==> src/rtl/core/slx_pkg.sv <==
// Shared types, keyword table and constants for the SQL lexer stream unit.
`default_nettype none

package slx_pkg;

  localparam int unsigned KW_MAX       = 12;
  localparam int unsigned KW_COUNT_DEF = 12;
  localparam int unsigned Q_DEPTH      = 4;
  localparam int unsigned MAX_RES      = 3;

  typedef enum logic [2:0] {
    KIND_KEYWORD = 3'd0,
    KIND_IDENT   = 3'd1,
    KIND_NUMBER  = 3'd2,
    KIND_STRING  = 3'd3,
    KIND_OPER    = 3'd4,
    KIND_PUNCT   = 3'd5,
    KIND_UNKNOWN = 3'd6
  } kind_e;

  // Keyword text, upper case, zero padded to eight characters.
  localparam logic [7:0] KW_TEXT [KW_MAX][8] = '{
    '{"S", "E", "L", "E", "C", "T", 8'h00, 8'h00},
    '{"F", "R", "O", "M", 8'h00, 8'h00, 8'h00, 8'h00},
    '{"W", "H", "E", "R", "E", 8'h00, 8'h00, 8'h00},
    '{"I", "N", "S", "E", "R", "T", 8'h00, 8'h00},
    '{"I", "N", "T", "O", 8'h00, 8'h00, 8'h00, 8'h00},
    '{"V", "A", "L", "U", "E", "S", 8'h00, 8'h00},
    '{"U", "P", "D", "A", "T", "E", 8'h00, 8'h00},
    '{"S", "E", "T", 8'h00, 8'h00, 8'h00, 8'h00, 8'h00},
    '{"D", "E", "L", "E", "T", "E", 8'h00, 8'h00},
    '{"C", "R", "E", "A", "T", "E", 8'h00, 8'h00},
    '{"T", "A", "B", "L", "E", 8'h00, 8'h00, 8'h00},
    '{"D", "R", "O", "P", 8'h00, 8'h00, 8'h00, 8'h00}
  };

  localparam logic [2:0] KW_LEN [KW_MAX] = '{
    3'd6, 3'd4, 3'd5, 3'd6, 3'd4, 3'd6, 3'd6, 3'd3, 3'd6, 3'd6, 3'd5, 3'd4
  };

  // One result word.
  typedef struct packed {
    logic [7:0] ch;
    logic       ch_valid;
    kind_e      kind;
    logic       tok_end;
    logic [3:0] kw_idx;
    logic [7:0] len;
    logic       len_ovf;
    logic       last;
  } rec_t;

  // All results caused by one input word, in order.
  typedef struct packed {
    logic [1:0]               n;
    rec_t [MAX_RES-1:0]       rec;
  } bundle_t;

endpackage

`default_nettype wire

==> src/rtl/core/slx_front.sv <==
// Front end: lexer state, character classification and keyword mask.
`default_nettype none

module slx_front #(
  parameter int unsigned KeywordCount = slx_pkg::KW_COUNT_DEF
) (
  input  logic             clk_i,
  input  logic             rst_ni,
  input  logic [7:0]       in_char_i,
  input  logic             end_of_input_i,
  input  logic             accept_i,
  output slx_pkg::bundle_t bundle_o
);
  import slx_pkg::*;

  localparam int unsigned KwActive = (KeywordCount < KW_MAX) ? KeywordCount : KW_MAX;
  localparam logic [KW_MAX-1:0] InitMask = KW_MAX'((64'd1 << KwActive) - 64'd1);

  typedef enum logic [1:0] {
    MODE_IDLE = 2'd0,
    MODE_WORD = 2'd1,
    MODE_NUM  = 2'd2,
    MODE_STR  = 2'd3
  } mode_e;

  mode_e             mode_q, mode_d;
  logic [KW_MAX-1:0] cand_q, cand_d;
  logic [7:0]        cnt_q, cnt_d;
  logic              ovf_q, ovf_d;

  // Close result for a token in the given state.
  function automatic rec_t close_rec(mode_e m, logic [KW_MAX-1:0] cand,
                                     logic [7:0] cnt, logic ovf);
    rec_t r;
    r = '0;
    r.tok_end = 1'b1;
    r.len     = cnt;
    r.len_ovf = ovf;
    case (m)
      MODE_NUM: r.kind = KIND_NUMBER;
      MODE_STR: r.kind = KIND_STRING;
      default: begin
        r.kind = KIND_IDENT;
        if (!ovf) begin
          for (int k = KW_MAX - 1; k >= 0; k--) begin
            if (cand[k] && ({5'd0, KW_LEN[k]} == cnt)) begin
              r.kind   = KIND_KEYWORD;
              r.kw_idx = 4'(k);
            end
          end
        end
      end
    endcase
    return r;
  endfunction

  logic [7:0]        c, up;
  logic              is_space, is_alpha, is_digit, is_quote, is_word;
  logic              cont, pre;
  mode_e             amode;
  logic [KW_MAX-1:0] acand, fcand;
  logic [7:0]        acnt, fcnt;
  logic              aovf, fovf, post;
  rec_t              pre_rec, mid_rec, post_rec;
  rec_t [MAX_RES-1:0] slots;
  logic [1:0]        n;

  assign c = in_char_i;

  always_comb begin
    up       = (c inside {[8'h61:8'h7a]}) ? (c - 8'd32) : c;
    is_space = (c inside {8'h20, [8'h09:8'h0d]});
    is_alpha = (c inside {[8'h41:8'h5a], [8'h61:8'h7a]});
    is_digit = (c inside {[8'h30:8'h39]});
    is_quote = (c == 8'h27);
    is_word  = is_alpha || is_digit || (c == 8'h5f);

    cont = ((mode_q == MODE_WORD) && is_word) || ((mode_q == MODE_NUM) && is_digit) ||
           (mode_q == MODE_STR);
    pre  = ((mode_q == MODE_WORD) || (mode_q == MODE_NUM)) && !cont;

    // State the character advances: the running token, or a fresh one.
    if (cont) begin
      amode = mode_q;
      acand = cand_q;
      acnt  = cnt_q;
      aovf  = ovf_q;
    end else begin
      if (is_alpha)      amode = MODE_WORD;
      else if (is_digit) amode = MODE_NUM;
      else if (is_quote) amode = MODE_STR;
      else               amode = MODE_IDLE;
      acand = (amode == MODE_WORD) ? InitMask : '0;
      acnt  = '0;
      aovf  = 1'b0;
    end

    // Narrow the keyword mask at position acnt.
    fcand = acand;
    if (amode == MODE_WORD) begin
      for (int k = 0; k < KW_MAX; k++) begin
        if (!(acnt < {5'd0, KW_LEN[k]}) || (KW_TEXT[k][acnt[2:0]] != up)) begin
          fcand[k] = 1'b0;
        end
      end
    end
    if (acnt == 8'hff) begin
      fcnt = acnt;
      fovf = 1'b1;
    end else begin
      fcnt = acnt + 8'd1;
      fovf = aovf;
    end

    post = (amode != MODE_IDLE) &&
           (((amode == MODE_STR) && cont && is_quote) || end_of_input_i);

    pre_rec  = close_rec(mode_q, cand_q, cnt_q, ovf_q);
    post_rec = close_rec(amode, fcand, fcnt, fovf);

    mid_rec          = '0;
    mid_rec.ch       = c;
    mid_rec.ch_valid = 1'b1;
    case (amode)
      MODE_WORD: mid_rec.kind = KIND_IDENT;
      MODE_NUM:  mid_rec.kind = KIND_NUMBER;
      MODE_STR:  mid_rec.kind = KIND_STRING;
      default: begin
        mid_rec.tok_end = 1'b1;
        mid_rec.len     = 8'd1;
        if (c inside {8'h3d, 8'h3e, 8'h3c, 8'h21, 8'h2b, 8'h2d, 8'h2a, 8'h2f}) begin
          mid_rec.kind = KIND_OPER;
        end else if (c inside {8'h2c, 8'h3b, 8'h28, 8'h29}) begin
          mid_rec.kind = KIND_PUNCT;
        end else begin
          mid_rec.kind = KIND_UNKNOWN;
        end
      end
    endcase

    // Pack results in order: prior close, echo or single, trailing close.
    slots = '0;
    n     = 2'd0;
    if (pre) begin
      slots[n] = pre_rec;
      n        = n + 2'd1;
    end
    if ((amode != MODE_IDLE) || !is_space) begin
      slots[n] = mid_rec;
      n        = n + 2'd1;
    end
    if (post) begin
      slots[n] = post_rec;
      n        = n + 2'd1;
    end
    if (n != 2'd0) begin
      slots[n - 2'd1].last = 1'b1;
    end

    if (post || (amode == MODE_IDLE)) begin
      mode_d = MODE_IDLE;
      cand_d = '0;
      cnt_d  = '0;
      ovf_d  = 1'b0;
    end else begin
      mode_d = amode;
      cand_d = fcand;
      cnt_d  = fcnt;
      ovf_d  = fovf;
    end
  end

  assign bundle_o.n   = n;
  assign bundle_o.rec = slots;

  always_ff @(posedge clk_i or negedge rst_ni) begin
    if (!rst_ni) begin
      mode_q <= MODE_IDLE;
      cand_q <= '0;
      cnt_q  <= '0;
      ovf_q  <= 1'b0;
    end else if (accept_i) begin
      mode_q <= mode_d;
      cand_q <= cand_d;
      cnt_q  <= cnt_d;
      ovf_q  <= ovf_d;
    end
  end

endmodule

`default_nettype wire

==> src/rtl/core/slx_queue.sv <==
// Small queue of result bundles between front end and back end.
`default_nettype none

module slx_queue #(
  parameter int unsigned Depth = slx_pkg::Q_DEPTH
) (
  input  logic             clk_i,
  input  logic             rst_ni,
  input  logic             push_i,
  input  slx_pkg::bundle_t wdata_i,
  input  logic             pop_i,
  output slx_pkg::bundle_t rdata_o,
  output logic             full_o,
  output logic             empty_o
);
  import slx_pkg::*;

  localparam int unsigned AW = (Depth > 1) ? $clog2(Depth) : 1;
  localparam int unsigned CW = $clog2(Depth + 1);

  bundle_t         mem_q [Depth];
  logic [AW-1:0]   wr_q, rd_q;
  logic [CW-1:0]   cnt_q;

  function automatic logic [AW-1:0] nxt(logic [AW-1:0] p);
    return (p == AW'(Depth - 1)) ? '0 : (p + AW'(1));
  endfunction

  assign full_o  = (cnt_q == CW'(Depth));
  assign empty_o = (cnt_q == '0);
  assign rdata_o = mem_q[rd_q];

  always_ff @(posedge clk_i) begin
    if (push_i) begin
      mem_q[wr_q] <= wdata_i;
    end
  end

  always_ff @(posedge clk_i or negedge rst_ni) begin
    if (!rst_ni) begin
      wr_q  <= '0;
      rd_q  <= '0;
      cnt_q <= '0;
    end else begin
      if (push_i) wr_q <= nxt(wr_q);
      if (pop_i)  rd_q <= nxt(rd_q);
      if (push_i && !pop_i) begin
        cnt_q <= cnt_q + CW'(1);
      end else if (pop_i && !push_i) begin
        cnt_q <= cnt_q - CW'(1);
      end
    end
  end

endmodule

`default_nettype wire

==> src/rtl/core/slx_back.sv <==
// Back end: walks each bundle one result at a time into the output register.
`default_nettype none

module slx_back (
  input  logic             clk_i,
  input  logic             rst_ni,
  input  slx_pkg::bundle_t head_i,
  input  logic             head_valid_i,
  output logic             head_pop_o,
  input  logic             pop_i,
  output logic             empty_o,
  output slx_pkg::rec_t    rec_o
);
  import slx_pkg::*;

  logic [1:0] sel_q;
  logic       out_valid_q;
  rec_t       out_q;
  logic       load, at_end;

  assign load       = head_valid_i && (!out_valid_q || pop_i);
  assign at_end     = (sel_q == (head_i.n - 2'd1));
  assign head_pop_o = load && at_end;
  assign empty_o    = !out_valid_q;
  assign rec_o      = out_q;

  always_ff @(posedge clk_i) begin
    if (load) begin
      out_q <= head_i.rec[sel_q];
    end
  end

  always_ff @(posedge clk_i or negedge rst_ni) begin
    if (!rst_ni) begin
      sel_q       <= '0;
      out_valid_q <= 1'b0;
    end else begin
      if (load) begin
        out_valid_q <= 1'b1;
        sel_q       <= at_end ? 2'd0 : (sel_q + 2'd1);
      end else if (pop_i) begin
        out_valid_q <= 1'b0;
      end
    end
  end

endmodule

`default_nettype wire

==> src/rtl/core/sql_lexer_stream_unit.sv <==
// Streaming SQL lexer: top level joining front end, bundle queue and back end.
// Path: an accepted character's results are written as one bundle into the queue, and the
//   back end then moves the first of them into the registered output, where it can be popped.
// Throughput: one character per cycle; results leave at one per cycle while pop is held,
//   so a character with two or three results holds input back once the bundle queue fills.
// Reset (rst_ni low, asynchronous): lexer idle, keyword mask and counts cleared,
//   queue and output register emptied.
`default_nettype none

module sql_lexer_stream_unit #(
  parameter int unsigned KeywordCount = slx_pkg::KW_COUNT_DEF,
  parameter int unsigned QueueDepth   = slx_pkg::Q_DEPTH
) (
  input  logic       clk_i,
  input  logic       rst_ni,
  // input word
  input  logic       push,
  output logic       full,
  input  logic [7:0] in_char_i,
  input  logic       end_of_input_i,
  // result word
  output logic       empty,
  input  logic       pop,
  output logic [7:0] out_char_o,
  output logic       char_valid_o,
  output logic [2:0] token_kind_o,
  output logic       token_end_o,
  output logic [3:0] keyword_index_o,
  output logic [7:0] token_length_o,
  output logic       length_overflow_o,
  output logic       last_result_o
);
  import slx_pkg::*;

  logic    accept;
  bundle_t bundle, head;
  logic    q_push, q_pop, q_full, q_empty;
  rec_t    rec;

  // A word is taken whenever the queue has room; whitespace words outside
  // a token push nothing.
  assign full   = q_full;
  assign accept = push && !q_full;
  assign q_push = accept && (bundle.n != 2'd0);

  // Front end: classifies the character and builds every result it causes.
  slx_front #(
    .KeywordCount(KeywordCount)
  ) u_front (
    .clk_i         (clk_i),
    .rst_ni        (rst_ni),
    .in_char_i     (in_char_i),
    .end_of_input_i(end_of_input_i),
    .accept_i      (accept),
    .bundle_o      (bundle)
  );

  // Decouples the two sides so each can stall on its own.
  slx_queue #(
    .Depth(QueueDepth)
  ) u_queue (
    .clk_i  (clk_i),
    .rst_ni (rst_ni),
    .push_i (q_push),
    .wdata_i(bundle),
    .pop_i  (q_pop),
    .rdata_o(head),
    .full_o (q_full),
    .empty_o(q_empty)
  );

  // Back end: one result per cycle into a registered output while the receiver pops.
  slx_back u_back (
    .clk_i       (clk_i),
    .rst_ni      (rst_ni),
    .head_i      (head),
    .head_valid_i(!q_empty),
    .head_pop_o  (q_pop),
    .pop_i       (pop),
    .empty_o     (empty),
    .rec_o       (rec)
  );

  assign out_char_o        = rec.ch;
  assign char_valid_o      = rec.ch_valid;
  assign token_kind_o      = rec.kind;
  assign token_end_o       = rec.tok_end;
  assign keyword_index_o   = rec.kw_idx;
  assign token_length_o    = rec.len;
  assign length_overflow_o = rec.len_ovf;
  assign last_result_o     = rec.last;

  // Queue is never written while full.
  assert property (@(posedge clk_i) disable iff (!rst_ni) q_push |-> !q_full)
    else $error("bundle pushed into full queue");

  // Back end only retires a bundle that is present.
  assert property (@(posedge clk_i) disable iff (!rst_ni) q_pop |-> !q_empty)
    else $error("bundle popped from empty queue");

  // A retired bundle ends on the result marked last.
  assert property (@(posedge clk_i) disable iff (!rst_ni) q_pop |=> rec.last)
    else $error("bundle retired without its last result");

  // Every pushed bundle holds one to three results, the final one marked last.
  assert property (@(posedge clk_i) disable iff (!rst_ni)
    q_push |-> (bundle.n != 2'd0) && bundle.rec[bundle.n - 2'd1].last)
    else $error("malformed bundle");

endmodule

`default_nettype wire

==> config.mk <==
export PLATFORM = sky130hd
export DESIGN_NAME = sql_lexer_stream_unit
export DESIGN_NICKNAME = d
export VERILOG_FILES = /design/src/rtl/core/slx_pkg.sv /design/src/rtl/core/slx_front.sv /design/src/rtl/core/slx_queue.sv /design/src/rtl/core/slx_back.sv /design/src/rtl/core/sql_lexer_stream_unit.sv
export SDC_FILE = /design/constraint.sdc
export NUM_CORES = 1
export LEC_CHECK = 0
export ABC_AREA = 1
export BUFFER_PORTS_ARGS = -buffer_cell sky130_fd_sc_hd__buf_2
export CAP_MARGIN = 5
export CORE_AREA = 2 2 208 210
export DETAILED_ROUTE_END_ITERATION = 6
export DIE_AREA = 0 0 210 212
export PLACE_DENSITY = 0.55
export SKIP_LAST_GASP = 1
export SLEW_MARGIN = 15
export SYNTH_ARGS = -nofsm -noshare
export SYNTH_HDL_FRONTEND = slang
export SYNTH_SLANG_ARGS = --single-unit
==> constraint.sdc <==
create_clock -name clk_i -period 9.3 [get_ports clk_i]
set_input_delay 0.465 -clock clk_i [delete_from_list [all_inputs] [get_ports clk_i]]
set_output_delay 0.465 -clock clk_i [all_outputs]
set_load 0.005 [all_outputs]
==> results of run 1 <==
==> sequential cells by signal, summed over array words and instances, names as in the netlist, 2 cells and up <==
signal and flops:
u_back.rec_o 27, u_queue.rd_q 2, u_queue.wr_q 2, u_queue.cnt_q 3
u_front.cand_q 12, u_front.mode_q 2, u_back.sel_q 2, u_queue.mem_q 292
u_front.cnt_q 8
==> worst max path at each step <==
stage,to,startpoint,slack [ps],cells past startpoint
after floorplan,u_queue.mem_q[0][0]$_DFFE_PP_,in_char_i[3],2500,24
after detailed placement,u_queue.mem_q[0][55]$_DFFE_PP_,in_char_i[2],2780,25
after global routing,u_queue.mem_q[0][14]$_DFFE_PP_,in_char_i[2],2760,25
after global placement,u_queue.mem_q[3][64]$_DFFE_PP_,in_char_i[2],2930,25
final,u_queue.mem_q[0][43]$_DFFE_PP_,in_char_i[2],3330,25
after CTS,u_queue.mem_q[0][14]$_DFFE_PP_,in_char_i[2],3310,25
==> synthesized netlist by cell type (all sizes together) <==
master and instances:
a211oi 1, a21boi 1, a21o 1, a21oi 22, a221oi 1, a22oi 1, a2bb2oi 1, a31oi 13
a32o 18, buf 18, clkbuf 71, clkinv 1, dfrtp 33, edfxtp 319, fa 1, ha 27
inv 116, mux2 1, nand2 215, nand3 69, nand3b 1, nand4 14, nor2 297, nor3 12
nor4 6, o211ai 9, o21ai 212, o21bai 2, o221ai 29, o22ai 59, o311ai 1, o32a 1
or2 5, xnor2 3, xor2 18
==> power groups by stage <==
| stage | clock, W | combinational, W | sequential, W |
|---|---|---|---|
| 2_1_floorplan | 0 | 0.00118 | 0.00234 |
| 3_3_place_gp | 0 | 0.00178 | 0.00235 |
| 3_5_place_dp | 0 | 0.00179 | 0.00236 |
| 4_1_cts | 0.00143 | 0.00180 | 0.00233 |
| 5_1_grt | 0.00150 | 0.00198 | 0.00236 |
| 6_report | 0.00141 | 0.00178 | 0.00233 |
==> layer usage <==
metal,wire [um],vias to the layer above,GRT usage,part of all wire
met5,0,-,0,0
met4,1140,0,0.0594,0.025
met3,2010,71,0.0251,0.043
met2,22300,327,0.354,0.48
met1,20800,5997,0.289,0.45
li1,-,5683,-,-
==> cell families after synthesis <==
group | count (synthesis)
AO/OA/AOI/OAI | 372
AND/OR/NAND/NOR | 619
buffers and inverters | 206
adder cells (fa/ha/maj) | 28
flip-flops | 352
XOR/XNOR | 21
multiplexers | 1
==> final cells by class <==
type                    instances  area [sq um]
well taps                     546           683
clock inverters                23           178
fillers                      4019         23900
repair buffers                 59           353
multi-input cells            1041          5530
clock buffers                  43           970
flip-flops and latches        352         10400
inverters                     117           444
==> metrics by stage <==
stage                     setup slack, ps  total power, W  instance area [sq um]  hold slack (ps)  utilization
after floorplan                      2500         0.00352                  16700              169            -
after global placement               2930         0.00413                  17400              499        0.409
after detailed placement             2780         0.00415                  17400              514        0.409
after CTS                            3310         0.00556                  18600             59.5        0.436
after global routing                 2760         0.00584                  18600             89.2        0.437
final                                3330         0.00552                  18600             46.0        0.437
==> impl_metrics.tcl, run 1 <==
set metrics [dict create \
    cp_num_buf_inv 9 \
    netlist_area_sq_um 16700 \
    period_share 0.642 \
    arrival_ps 6130 \
    cts_made_buffers 38 \
    rsz0062_at_grt "false" \
    synth_seq_cells 352 \
    fp.coreArea_sq_um 42500 \
    io_buffer_count 41 \
    clkPwrFrac 0.256 \
    synth_top_family_by_area "simple AND/OR/NAND/NOR gates" \
    final_cell_mix "319 x edfxtp_1, 273 x nor2_1, 202 x nand2_1" \
    dieArea_sq_um 44500 \
    seq_area_frac_synth 0.621 \
    slew_headroom 0.375 \
    setup_viol 0 \
    tightest_slew_ps 930 \
    diodes 0 \
    switching_share 0.362 \
    p_per_area_nw_per_um2 297 \
    wl_mm 46.2 \
    grt_pass1_wl_mm 71.7 \
    vias_per_cell 5.54 \
    synthesis.nets 1640 \
    seqPwrFrac 0.422 \
    r2r.worst_path.cells 21 \
    critPathLaunchType "input port" \
    start_util 0.394 \
    min_path_type "input port to async pin" \
    final_cells 2181 \
    hold_viol_final 0 \
    combPwrFrac 0.323 \
    num_rows 76 \
    yosys.area.top_type_share 0.572 \
    period_minus_slack_ps 5970 \
    drive_gt1_frac 0.124 \
    crit_path_max_incr_delay_ps 750 \
    cap_violations 0 \
    cts_num_sinks 352 \
    htree_levels 2 \
    yosys-top-cells-area "edfxtp_1 57%, nor2_1 6.2%, o21ai_0 5.9%" \
    cts_hold_buf 0 \
    grt_max_degree 77 \
    clock_latency_ps 530 \
    violations "DRC" \
    antenna_found_initial 0 \
    pin_count 42 \
    internal_power_w 0.00352 \
    overflow 0 \
    netlist_instances 1599 \
    finClkSkew_ps 20.1 \
    r2r_start "u_front.mode_q[0]$_DFFE_PN0P_" \
    dpl.cell_count 2114 \
    totalNegativeSetupSlack_ps 0 \
    drc 2 \
    p_switching_w 0.00200 \
    synth_compound_area_frac 0.135 \
    cts_setup_buffers 0 \
    end_kind "flip-flop" \
    synth_area_leader_cell "edfxtp_1" \
    cp_max_fo 48 \
    die_h_um 212 \
    ir_worst_vdd_mv 0.174 \
    place_congestion 0.938 \
    dp_hpwl_mm 29.2 \
    crit_type "input port to flip-flop" \
    root_buffer "clkbuf_16" \
    routedWlPerCell_um 21.2 \
    vias 12100 \
    drtAntennaViolNets 0 \
    grt_pass1_vias 11900 \
    post_cts_resized 0 \
    clk_pin_slew_worst_paths_ps 60 \
    area_growth_pct 10.9 \
    cts_tree "built" \
    synthSimpleGateAreaFrac 0.161 \
    muxShareOfSynthArea 0.000672 \
    timing.rr.end "u_queue.mem_q[0][43]$_DFFE_PP_" \
    final_common_cell "edfxtp_1" \
    yosys_warnings 0 \
    ys_types 55 \
    leakage_nw 6.93 \
    cts_buffer_depth 3 \
    reg2reg_slack_ps 3540 \
    worstPathRequired_ps 9460 \
    grt_use_total 0.211 \
    drt_iter0_markers 991 \
    firstDrtPassIters 7 \
    status "finished with violations" \
    slew_viol_final 0 \
    synthAdderAreaFrac 0.0214 \
    max_clock_freq_mhz 168 \
    nets 1650 \
    synth_xor_xnor_area_share 0.0110 \
    die_w_um 210 \
    cp_slowest_cell "buf_4" \
    crit_family "simple AND/OR/NAND/NOR gates" \
    syn_avg_cell_area_sq_um 10.5 \
    crit_path_frequent_cell "inv_2" \
]
(Power assumes the default switching activity.)
==> inputs of run 2 (changes only) <==
- PLACE_DENSITY: 0.55 -> 0.57
- clock period: 9.3 -> 5.2 ns (I/O delays scaled with it)
==> run 2 against run 1 <==
Effect of this change: the flow now finishes without violations; setup slack got worse by 2500 ps; via count increased by 0.70%; die area is the same; final area rose by 1.9%; flip-flop and latch count is the same; global-route usage shrank 0.52 points; hold slack improved by 180 ps; register-to-register slack lost 2700 ps; sequential power is 80% higher; non-clock buffer count rose by 22; critical path depth fell by 1; sequential share of layout area down 1.0 points; critical endpoint is now u_queue.cnt_q[2]$_DFFE_PN0P_; largest power group unchanged.
==> impl_metrics.tcl, run 2 (synthesized netlist as in run 1, its figures left out) <==
set metrics [dict create \
    grt_util_met1 0.289 \
    routedWlPerCell_um 20.7 \
    vias_per_cell 5.52 \
    start_util 0.394 \
    ir_worst_vdd_mv 0.294 \
    htree_levels 2 \
    grt_max_degree 89 \
    leakage_nw 7.09 \
    nets 1672 \
    slew_viol_final 0 \
    drive_gt1_frac 0.136 \
    crit_type "flip-flop to flip-flop" \
    top_register "u_queue.mem_q" \
    grt_util_met3 0.0288 \
    cap_violations 0 \
    min_path_type "input port to flip-flop" \
    die_w_um 210 \
    clk_pin_slew_worst_paths_ps 60 \
    area_growth_pct 13.0 \
    antenna_found_initial 0 \
    slew_headroom 0.367 \
    wl_mm 45.7 \
    dieArea_sq_um 44500 \
    firstDrtPassIters 5 \
    cp_max_fo 18 \
    post_cts_resized 0 \
    tightest_slew_ps 950 \
    io_buffer_count 41 \
    num_rows 76 \
    dpl-instance-area_sq_um 17600 \
    use_met2 0.335 \
    cts_made_buffers 38 \
    place_congestion 0.924 \
    setup_viol 0 \
    cts_tree "built" \
    cts_num_sinks 352 \
    r2r.worst_path.cells 24 \
    drt_iter0_markers 1107 \
    status "finished, final reports clean" \
    largest_register_ff_count 292 \
    grt_pass1_wl_mm 70.1 \
    final_cell_mix "319 x edfxtp_1, 273 x nor2_1, 202 x nand2_1" \
    grt-busiest-layer "met2" \
    root_buffer "clkbuf_16" \
    stdcell_area_sq_um 18900 \
    hold_depth 5 \
    dp_hpwl_mm 29.1 \
    drtAntennaViolNets 0 \
    reg2reg_slack_ps 840 \
    whs_ps 225 \
    drc 0 \
    period_share 0.839 \
    finClkSkew_ps 10.3 \
    vias 12200 \
    end_kind "flip-flop" \
    clock_latency_ps 530 \
    arrival_ps 4770 \
    pin_count 42 \
    hold_viol_final 0 \
    cts_setup_buffers 0 \
    worstPathRequired_ps 5610 \
    fp.coreArea_sq_um 42500 \
    diodes 0 \
    critPathLaunchType "flip-flop" \
    overflow 0 \
    cts_buffer_depth 3 \
    final_common_cell "edfxtp_1" \
    grt_use_total 0.205 \
    period_minus_slack_ps 4360 \
    max_clock_freq_mhz 229 \
    grt_pass1_vias 11700 \
    p_per_area_nw_per_um2 536 \
    die_h_um 212 \
    rsz0062_at_grt "false" \
]
run 2: cell count changes in the layout (fill, tap and decap cells not counted), sizes merged:
| cell | change |
|---|---|
| buf | +20 |
| clkinv | -6 |
| bufinv | +3 |
| clkbuf | +2 |
| clkinvlp | +2 |
| dlygate4sd3 | +2 |
| inv | +1 |
run 2: routing by layer:
layer,vias up,share of wire
li1,5733,-
met1,5966,0.45
met2,386,0.47
met3,78,0.056
met4,0,0.024
met5,-,0
run 2: repair_timing:
action,4_1_cts,5_1_grt
hold endpoints to repair,34,0
setup endpoints to repair,0,0
hold buffers,2,0
run 2: cell type report:
cell class                      count  area [sq um]
Fill cell                        3975         23600
Sequential cell                   352         10400
Multi-Input combinational cell   1041          5530
Clock buffer                       45           998
Tap cell                          546           683
Timing Repair Buffer               81           573
Inverter                          117           444
Clock inverter                     23           279
run 2: path summary, 6_finish.rpt:
kind,from,end
min in group asynchronous,rst_ni,u_back.out_valid_q$_DFFE_PN0P_
min,push,u_front.cand_q[7]$_DFFE_PN0P_
max,u_front.mode_q[0]$_DFFE_PN0P_,u_queue.cnt_q[2]$_DFFE_PN0P_
max reg2reg,u_front.mode_q[0]$_DFFE_PN0P_,u_queue.cnt_q[2]$_DFFE_PN0P_
max in group asynchronous,rst_ni,u_queue.rd_q[0]$_DFFE_PN0P_
min reg2reg,u_front.cand_q[1]$_DFFE_PN0P_,u_front.cand_q[1]$_DFFE_PN0P_
run 2: where the power goes:
part,internal [W],switching [W],total [W]
logic,0.000962,0.00222,0.00318
registers,0.00394,0.000253,0.00419
clock network,0.00164,0.00113,0.00276
total,0.00654,0.00360,0.0101
run 2: metrics by stage:
step                      power, W  worst slack (ps)  std cells  utilization  setup TNS (ps)
after global placement     0.00742               543       2135        0.415               0
final                       0.0101               839       2205        0.445               0
after floorplan            0.00627              -183       1599            -          -53310
after global routing        0.0107               376       2205        0.445               0
after CTS                   0.0102               877       2205        0.445               0
after detailed placement   0.00746               490       2135        0.415               0
run 2: critical path: stages, from the launching register on:
cell and delay (ps):
dfrtp_1 440, inv_1 100, ha_1 230, nand2_1 70, nand2_1 100, a21oi_4 140
buf_4 240, o21ai_0 120, o21ai_1 240, nor2_1 120, inv_2 240, nor2_2 100
inv_1 170, ha_1 270, inv_1 60, nor2_1 50, nor2_2 170, inv_2 80
a21oi_4 230, ha_1 180, inv_1 70, fa_1 380, a21oi_1 140, o21ai_0 120
xor2_1 150
